**config.mk**
```make
export PLATFORM = sky130hd
export DESIGN_NAME = ntfs_data_run_decoder
export DESIGN_NICKNAME = d
export VERILOG_FILES = /design/src/hdl/ndr_pkg.sv /design/src/hdl/ntfs_data_run_decoder.sv
export SDC_FILE = /design/constraint.sdc
export NUM_CORES = 2
export LEC_CHECK = 0
export ABC_CLOCK_PERIOD_IN_PS = 14050
export BUFFER_PORTS_ARGS = -buffer_cell sky130_fd_sc_hd__buf_2
export CORE_MARGIN = 3
export CORE_UTILIZATION = 35
export CTS_BUF_LIST = sky130_fd_sc_hd__clkbuf_8 sky130_fd_sc_hd__clkbuf_16
export DETAILED_ROUTE_END_ITERATION = 10
export PLACE_DENSITY_LB_ADDON = 0.05
export SETUP_SLACK_MARGIN = 0.15
export SKIP_LAST_GASP = 1
export SYNTH_ARGS = -nofsm -noshare
export SYNTH_HDL_FRONTEND = slang
export SYNTH_SLANG_ARGS = --single-unit
```
**constraint.sdc**
```tcl
create_clock -name clk -period 14.05 [get_ports clk]
set_input_delay 0.7025 -clock clk [delete_from_list [all_inputs] [get_ports clk]]
set_output_delay 0.7025 -clock clk [all_outputs]
set_load 0.1 [all_outputs]
```
**src/hdl/ndr_pkg.sv**
```systemverilog
// Shared constants and helpers for the NTFS data run decoder.
// Holds register indexes, field widths and reset values; no dependencies.
package ndr_pkg;

  // Configuration register indexes
  localparam int unsigned CFG_IDX_W  = 2;
  localparam int unsigned CFG_DATA_W = 48;

  localparam logic [CFG_IDX_W-1:0] CFG_PART_START = 2'd0;
  localparam logic [CFG_IDX_W-1:0] CFG_SPC        = 2'd1;
  localparam logic [CFG_IDX_W-1:0] CFG_WANT       = 2'd2;
  localparam logic [CFG_IDX_W-1:0] CFG_WINDOW     = 2'd3;

  // Register widths
  localparam int unsigned PART_W   = 48;
  localparam int unsigned SPC_W    = 8;
  localparam int unsigned WANT_W   = 48;
  localparam int unsigned WINDOW_W = 24;
  localparam int unsigned LIMIT_W  = 49;
  localparam int unsigned ACC_W    = 64;

  // Register reset values
  localparam logic [SPC_W-1:0]    SPC_RESET    = 8'd8;
  localparam logic [WINDOW_W-1:0] WINDOW_RESET = 24'h080000;

  // Bytes per sector is 512: a shift by nine
  localparam int unsigned SECTOR_SHIFT = 9;

  // Place one byte of a little-endian field; bytes past the eighth drop off
  function automatic logic [ACC_W-1:0] place_byte(input logic [7:0] b,
                                                  input logic [3:0] idx);
    logic [ACC_W-1:0] v;
    begin
      v = '0;
      if (!idx[3]) begin
        v = {56'd0, b} << {idx[2:0], 3'b000};
      end
      return v;
    end
  endfunction

endpackage

```
**src/hdl/ntfs_data_run_decoder.sv**
```systemverilog
// NTFS mapping-pairs run list decoder, top level.
// Depends on ndr_pkg for register indexes, widths and the byte placement helper.
// Results: the byte that ends a run loads the pending stage, which moves to the output register when it can.
// Throughput: one byte per cycle; input stalls only while a result waits behind a stalled output.
// Reset: rst_n synchronous, active low; clears the parser and restores register defaults.
module ntfs_data_run_decoder import ndr_pkg::*; (
  input  logic                  clk,
  input  logic                  rst_n,
  input  logic                  in_valid,
  output logic                  in_stall,
  input  logic [7:0]            in_run_byte,
  input  logic                  in_list_start,
  output logic                  out_valid,
  input  logic                  out_stall,
  output logic [63:0]           out_run_start_sector,
  output logic [63:0]           out_run_sector_count,
  output logic [63:0]           out_run_logical_byte,
  output logic                  out_reaches_want,
  output logic                  out_is_sparse,
  output logic                  out_end_of_list,
  input  logic                  cfg_valid,
  output logic                  cfg_ready,
  input  logic [CFG_IDX_W-1:0]  cfg_index,
  input  logic [CFG_DATA_W-1:0] cfg_data
);

  typedef enum logic [1:0] {
    PH_HEADER,
    PH_LENGTH,
    PH_OFFSET,
    PH_DONE
  } phase_t;

  // Configuration registers
  logic [PART_W-1:0]   part_r;
  logic [SPC_W-1:0]    spc_r;
  logic [WANT_W-1:0]   want_r;
  logic [WINDOW_W-1:0] window_r;
  logic [LIMIT_W-1:0]  limit_r;

  // Parser state
  phase_t           phase_r, phase_nxt;
  logic [3:0]       len_size_r, len_size_nxt;
  logic [3:0]       off_size_r, off_size_nxt;
  logic [3:0]       idx_r, idx_nxt;
  logic [ACC_W-1:0] cnt_r, cnt_nxt;
  logic [ACC_W-1:0] dlt_r, dlt_nxt;

  // Position state
  logic [ACC_W-1:0] sector_offset_r;
  logic [ACC_W-1:0] start_base_r;
  logic [ACC_W-1:0] logical_pos_r;

  // Pending stage between parser and output
  logic             p_valid_r;
  logic [ACC_W-1:0] p_sectors_r, p_sectors_nxt;
  logic [ACC_W-1:0] p_dsc_r, p_dsc_nxt;
  logic             p_sparse_r, p_sparse_nxt;
  logic             p_eol_r, p_eol_nxt;
  logic             p_load;

  // Output register
  logic             out_valid_r;
  logic [63:0]      out_start_r;
  logic [63:0]      out_count_r;
  logic [63:0]      out_logical_r;
  logic             out_reaches_r;
  logic             out_sparse_r;
  logic             out_eol_r;

  // Handshake and datapath signals
  logic             in_acc;
  logic             cfg_acc;
  logic             adv;
  logic [ACC_W-1:0] lpos_sum;
  logic [ACC_W-1:0] lpos_hdr;
  logic [ACC_W-1:0] start_sum;
  logic [ACC_W-1:0] offset_sum;
  phase_t           phase_eff;
  logic [3:0]       idx_inc;
  logic [ACC_W-1:0] cnt_new;
  logic [ACC_W-1:0] dlt_new;
  logic [ACC_W-1:0] dlt_fin;
  logic [ACC_W-1:0] mul_cnt;
  logic [ACC_W-1:0] mul_dlt;
  logic [71:0]      prod_cnt;
  logic [71:0]      prod_dlt;
  logic             fin;
  logic             fin_sparse;
  logic             eol_hit;

  // Handshakes: the pending stage moves on whenever the output can take it
  assign adv       = !out_valid_r || !out_stall;
  assign in_stall  = p_valid_r && !adv;
  assign in_acc    = in_valid && !in_stall;
  assign cfg_ready = 1'b1;
  assign cfg_acc   = cfg_valid && cfg_ready;

  // Retire the pending run: advance logical position and sector offset
  assign lpos_sum   = logical_pos_r + {p_sectors_r[ACC_W-SECTOR_SHIFT-1:0],
                                       {SECTOR_SHIFT{1'b0}}};
  assign start_sum  = start_base_r + p_dsc_r;
  assign offset_sum = sector_offset_r + p_dsc_r;

  // Logical position seen by a header byte, including a run retiring now
  always_comb begin
    if (in_list_start) begin
      lpos_hdr = '0;
    end else if (p_valid_r) begin
      lpos_hdr = lpos_sum;
    end else begin
      lpos_hdr = logical_pos_r;
    end
  end

  // Field gathering
  assign phase_eff = in_list_start ? PH_HEADER : phase_r;
  assign idx_inc   = idx_r + 4'd1;
  assign cnt_new   = cnt_r | place_byte(in_run_byte, idx_r);
  assign dlt_new   = dlt_r | place_byte(in_run_byte, idx_r);

  // Sign-extend the delta from its last byte unless the offset is still zero
  always_comb begin
    dlt_fin = dlt_new;
    if (in_run_byte[7] && (sector_offset_r != '0) && !idx_inc[3]) begin
      dlt_fin = dlt_new | ({ACC_W{1'b1}} << {idx_inc[2:0], 3'b000});
    end
  end

  // Parser next state
  always_comb begin
    phase_nxt    = phase_r;
    len_size_nxt = len_size_r;
    off_size_nxt = off_size_r;
    idx_nxt      = idx_r;
    cnt_nxt      = cnt_r;
    dlt_nxt      = dlt_r;
    fin          = 1'b0;
    fin_sparse   = 1'b0;
    eol_hit      = 1'b0;
    mul_cnt      = cnt_r;
    mul_dlt      = dlt_fin;
    case (phase_eff)
      PH_HEADER: begin
        if ((in_run_byte == 8'd0) || ({15'd0, limit_r} <= lpos_hdr)) begin
          eol_hit   = 1'b1;
          phase_nxt = PH_DONE;
        end else begin
          len_size_nxt = in_run_byte[3:0];
          off_size_nxt = in_run_byte[7:4];
          idx_nxt      = 4'd0;
          cnt_nxt      = '0;
          dlt_nxt      = '0;
          phase_nxt    = (in_run_byte[3:0] != 4'd0) ? PH_LENGTH : PH_OFFSET;
        end
      end
      PH_LENGTH: begin
        cnt_nxt = cnt_new;
        mul_cnt = cnt_new;
        if (idx_inc < len_size_r) begin
          idx_nxt = idx_inc;
        end else begin
          idx_nxt = 4'd0;
          if (off_size_r == 4'd0) begin
            fin        = 1'b1;
            fin_sparse = 1'b1;
            phase_nxt  = PH_HEADER;
          end else begin
            phase_nxt = PH_OFFSET;
          end
        end
      end
      PH_OFFSET: begin
        dlt_nxt = dlt_new;
        if (idx_inc < off_size_r) begin
          idx_nxt = idx_inc;
        end else begin
          idx_nxt   = 4'd0;
          dlt_nxt   = dlt_fin;
          fin       = 1'b1;
          phase_nxt = PH_HEADER;
        end
      end
      default: begin
        phase_nxt = PH_DONE;
      end
    endcase
  end

  // Scale clusters to sectors: one 64x8 product each, registered
  assign prod_cnt = 72'(mul_cnt) * 72'(spc_r);
  assign prod_dlt = 72'(mul_dlt) * 72'(spc_r);

  always_comb begin
    p_sectors_nxt = '0;
    p_dsc_nxt     = '0;
    p_sparse_nxt  = fin_sparse;
    p_eol_nxt     = eol_hit;
    if (fin) begin
      p_sectors_nxt = prod_cnt[ACC_W-1:0];
      if (!fin_sparse) begin
        p_dsc_nxt = prod_dlt[ACC_W-1:0];
      end
    end
  end

  assign p_load = adv || !p_valid_r;

  // Control, parser and position registers
  always_ff @(posedge clk) begin
    if (!rst_n) begin
      part_r          <= '0;
      spc_r           <= SPC_RESET;
      want_r          <= '0;
      window_r        <= WINDOW_RESET;
      limit_r         <= LIMIT_W'(WINDOW_RESET);
      phase_r         <= PH_HEADER;
      len_size_r      <= '0;
      off_size_r      <= '0;
      idx_r           <= '0;
      cnt_r           <= '0;
      dlt_r           <= '0;
      sector_offset_r <= '0;
      start_base_r    <= '0;
      logical_pos_r   <= '0;
      p_valid_r       <= 1'b0;
      out_valid_r     <= 1'b0;
    end else begin
      // Advance the parser
      if (in_acc) begin
        phase_r    <= phase_nxt;
        len_size_r <= len_size_nxt;
        off_size_r <= off_size_nxt;
        idx_r      <= idx_nxt;
        cnt_r      <= cnt_nxt;
        dlt_r      <= dlt_nxt;
      end

      // Retire the pending run, or clear positions at a new list
      if (in_acc && in_list_start) begin
        sector_offset_r <= '0;
        start_base_r    <= {{(ACC_W-PART_W){1'b0}}, part_r};
        logical_pos_r   <= '0;
      end else if (adv && p_valid_r) begin
        sector_offset_r <= offset_sum;
        start_base_r    <= start_sum;
        logical_pos_r   <= lpos_sum;
      end

      // Pending stage and output valid
      if (p_load) begin
        p_valid_r <= in_acc && (fin || eol_hit);
      end
      if (adv) begin
        out_valid_r <= p_valid_r;
      end

      // Configuration writes; derived sums follow the written register
      if (cfg_acc) begin
        case (cfg_index)
          CFG_PART_START: begin
            part_r       <= cfg_data[PART_W-1:0];
            start_base_r <= {{(ACC_W-PART_W){1'b0}}, cfg_data[PART_W-1:0]}
                            + sector_offset_r;
          end
          CFG_SPC: begin
            spc_r <= cfg_data[SPC_W-1:0];
          end
          CFG_WANT: begin
            want_r  <= cfg_data[WANT_W-1:0];
            limit_r <= LIMIT_W'(cfg_data[WANT_W-1:0]) + LIMIT_W'(window_r);
          end
          CFG_WINDOW: begin
            window_r <= cfg_data[WINDOW_W-1:0];
            limit_r  <= LIMIT_W'(want_r) + LIMIT_W'(cfg_data[WINDOW_W-1:0]);
          end
          default: begin
            spc_r <= spc_r;
          end
        endcase
      end
    end
  end

  // Pending and output payload
  always_ff @(posedge clk) begin
    if (p_load) begin
      p_sectors_r <= p_sectors_nxt;
      p_dsc_r     <= p_dsc_nxt;
      p_sparse_r  <= p_sparse_nxt;
      p_eol_r     <= p_eol_nxt;
    end
    if (adv && p_valid_r) begin
      if (p_eol_r) begin
        out_start_r   <= '0;
        out_count_r   <= '0;
        out_logical_r <= '0;
        out_reaches_r <= 1'b0;
        out_sparse_r  <= 1'b0;
        out_eol_r     <= 1'b1;
      end else begin
        out_start_r   <= start_sum;
        out_count_r   <= p_sectors_r;
        out_logical_r <= logical_pos_r;
        out_reaches_r <= lpos_sum > {{(ACC_W-WANT_W){1'b0}}, want_r};
        out_sparse_r  <= p_sparse_r;
        out_eol_r     <= 1'b0;
      end
    end
  end

  assign out_valid            = out_valid_r;
  assign out_run_start_sector = out_start_r;
  assign out_run_sector_count = out_count_r;
  assign out_run_logical_byte = out_logical_r;
  assign out_reaches_want     = out_reaches_r;
  assign out_is_sparse        = out_sparse_r;
  assign out_end_of_list      = out_eol_r;

endmodule
```
==> summary.md <==
| Metric | Value |
|---|---|
| Vias per std cell | `5.42` |
| RSZ-0062 raised after global routing | `no` |
| FF+latch area | `0.0196 mm²` |
| Multi-input gate area | `around 0.055 mm²` |
| PwrDens | `~90 mW/mm²` |
| Share of the synthesized area in the top cell type | `0.176` |
| PostCTS Resize Cnt | `0` |
| Largest cells by area after synthesis | `fa_1 18%, dfxtp_1 13%, edfxtp_1 12%` |
| DR WL/cell | `around 24 µm` |
| Fraction of registers with async set/reset | `0` |
| I/O Buffers | `251` |
| Worst hold path class | `in -> reg` |
| Vias in the first global route | `67000` |
| Hold Slack | `0.301 ns` |
| Pins Over Slew Limit | `0` |
| Fillers | `23000` |
| Total track usage | `0.243` |
| Crit path capture type | `flop` |
| Synth cell count leaders | `1133 x nand2_1, 779 x a21oi_1, 759 x inv_1` |
| Starting Density | `0.354` |
| CTS Hold Bufs | `0` |
| Ys flop type | `dfxtp_1` |
| Synth warn | `0` |
| RePlAce Congestion | `a little over 0.9` |
| CTS root buf | `clkbuf_16` |
| Count of flip-flops with a built-in enable after synthesis | `316` |
| Die Y | `a little under 500 µm` |
| Layout cells sized above 1 | `0.0743` |
| DRC | `0` |
| DIE AREA | `between 0.2 and 0.25 mm²` |
| Initial antenna violation count | `26` |
| Post-route ant nets | `0` |
| Top cell type by total area after synthesis | `fa_1` |
| Synth Instances | `~9200` |
| Seq/Total Area, Yosys | `0.245` |
| Final setup margin | `4.89 ns` |
| I/O pin count | `around 260` |
| Largest net degree at the start of global routing | `147` |
| CTS tree | `done` |
| Static leakage | `38.1 nW` |
| Hold Crit Depth | `3` |
| Final instance area | `0.0868 mm²` |
| Post-synthesis cell area | `0.0798 mm²` |
| Final Hold Vio Count | `0` |
| Top-count cell post-synth | `nand2_1` |
| Post-Route WL | `290 mm` |
| Rows | `174` |
| Outcome | `finished, final reports clean` |
| Setup CP Type | `reg -> reg` |
| TritonRoute pass-1 iters | `6` |
| Clk sinks | `820` |
| Placed instance area | `~0.083 mm²` |
| Initial DRC Count | `4965` |
| CTS clk-pin slew, worst paths | `0.06 ns` |
| Die width | `484 µm` |
| Cell depth of the worst flop-to-flop path | `26` |
| Pre-CTS WS | `just under 5 ns` |
| Placeable Area | `between 0.2 and 0.25 mm²` |
| Latest clock arrival within the worst-skew pair | `0.78 ns` |
| Setup violations, final | `0` |
| H-tree Lvls | `3` |
| Setup TNS | `0 ns` |
| Post-CTS setup buffer count | `0` |
| Layout Nets | `about 10000` |
| Min cycle time layout | `9.16 ns` |
| Syn avg cell area | `slightly below 9 µm²` |
| Worst path arrival time | `a little under 10 ns` |
| Crit start category | `flop` |
| GRT Residual Overflow | `0` |
| Cell variety after synth | `104` |
| Global-route wire length before repair | `438 mm` |
| Area grow syn2layout | `8.73%` |
| Detailed-route via count | `66300` |
| Clk buf depth | `3` |
| Max Fanout on Critical Path | `11` |
| Period utilization | `0.652` |
| Slew @ Worst Pin | `about 1.3 ns` |
| Setup Skew | `0.0401 ns` |
| Synth Register Bits | `820` |
| DP Wirelength | `approximately 220 mm` |
| Fmax | `0.109 GHz` |
| TritonCTS Buffers | `between 100 and 150` |
| Worst IR Drop VDD | `0.0781 mV` |
| Fin util | `0.385` |
| MaxCap Viol Count | `0` |
| Rel. slew slack | `0.107` |
| CP required | `about 15 ns` |
==> worst max-delay path: stages (launching register included) <==
cell and delay [ns]:
dfxtp_1 0.39, nor4_1 1.01, nand4_1 0.31, nor4_2 0.45, buf_4 0.28, nor2_1 0.07
buf_4 0.19, nand2_1 0.36, nand2_1 0.31, and2_1 0.27, fa_1 0.43, fa_1 0.49
inv_1 0.05, fa_1 0.49, fa_1 0.49, inv_1 0.04, ha_1 0.32, o21ai_0 0.12
a21boi_0 0.21, o31ai_1 0.36, a21oi_1 0.21, o21a_1 0.30, o22a_1 0.30, a31oi_1 0.49
o21ai_0 0.39, nor2b_1 0.24, o311a_1 0.29
==> path summary, 6_finish.rpt <==
| kind | from | endpoint | slack, ns |
|---|---|---|---|
| max | sector_offset_r[61]$_SDFFE_PP0P_ | p_dsc_r[51]$_SDFFCE_PP0N_ | 4.89 |
| min | cfg_data[0] | want_r[0]$_SDFFE_PN0P_ | 0.30 |
| min reg2reg | part_r[27]$_SDFFE_PN0P_ | part_r[27]$_SDFFE_PN0P_ | 0.45 |
| max reg2reg | sector_offset_r[61]$_SDFFE_PP0P_ | p_dsc_r[51]$_SDFFCE_PP0N_ | 4.89 |
==> cells in the final DEF, fill, tap and decap left out, types with 33 or more instances in the layout <==
cell type  synthesis  routed
a31oi_1          129     129
nor4_1            57      54
nand2b_1          97      97
o21bai_1          50      50
a21oi_1          779     779
a211oi_1          73      73
nand4_1           92      92
edfxtp_1         316     316
and2_1           497     498
ha_1             513     513
a21o_1           305     305
o2bb2ai_2         60      60
o211ai_1          95      95
o21a_1            58      57
mux2_2            35      35
nor2b_1          384     384
inv_1            759     783
dfxtp_1          504     495
a211o_1           33      33
xor2_1           171     171
fa_1             702     702
clkbuf_16          0     104
nand2_1         1133    1128
nor3_1            91      86
o21ai_0          306     306
buf_4             25      84
and3_1            75      75
buf_2             10     251
nand3_1          130     129
nor2_1           539     533
xnor2_1          250     250
==> routing by layer <==
metal / routed length [µm] / track usage
met2: 133000 / 0.396
met5: 75 / 0
met1: 138000 / 0.348
met3: 13000 / 0.0258
met4: 5670 / 0.0511
==> sequential cells by signal, summed over array words and instances, names as in the netlist, 4 cells and up <==
register	flops
start_base_r	64
out_run_start_sector	64
sector_offset_r	64
dlt_r	64
out_run_logical_byte	55
part_r	48
logical_pos_r	55
idx_r	4
out_run_sector_count	64
window_r	24
cnt_r	64
p_sectors_r	64
p_dsc_r	64
limit_r	49
want_r	48
len_size_r	4
spc_r	8
off_size_r	4
==> layout make-up <==
| class | instances | share of cell area |
|---|---|---|
| diodes | 9 | 0.000259 |
| well taps | 2992 | 0.0431 |
| flip-flops and latches | 820 | 0.226 |
| clock inverters | 83 | 0.00852 |
| repair buffers | 339 | 0.0227 |
| multi-input cells | 7115 | 0.636 |
| inverters | 763 | 0.0331 |
| clock buffers | 110 | 0.0309 |
==> where the power goes <==
part / leakage, nW / total, mW / internal, mW / switching [mW]
logic: 29.0 / 2.24 / 0.551 / 1.69
clock network: 1.76 / 2.72 / 1.53 / 1.18
registers: 7.35 / 2.70 / 2.61 / 0.0867
total: 38.1 / 7.66 / 4.70 / 2.97
==> through the flow <==
stage	power (mW)	cells
floorplan	4.38	9174
global placement	5.00	12000
detailed placement	5.01	12000
CTS	7.77	12200
global route	8.05	12200
finish	7.66	12200
==> logic make-up after synthesis <==
family,share of synthesized area
multiplexers,0.00820
flip-flops,0.245
buffers and inverters,0.0660
other,0.0000941
AND/OR/NAND/NOR,0.199
XOR/XNOR,0.0462
AO/OA/AOI/OAI,0.179
adder cells (fa/ha/maj),0.256
No activity file was read; power rests on OpenSTA's default activity.
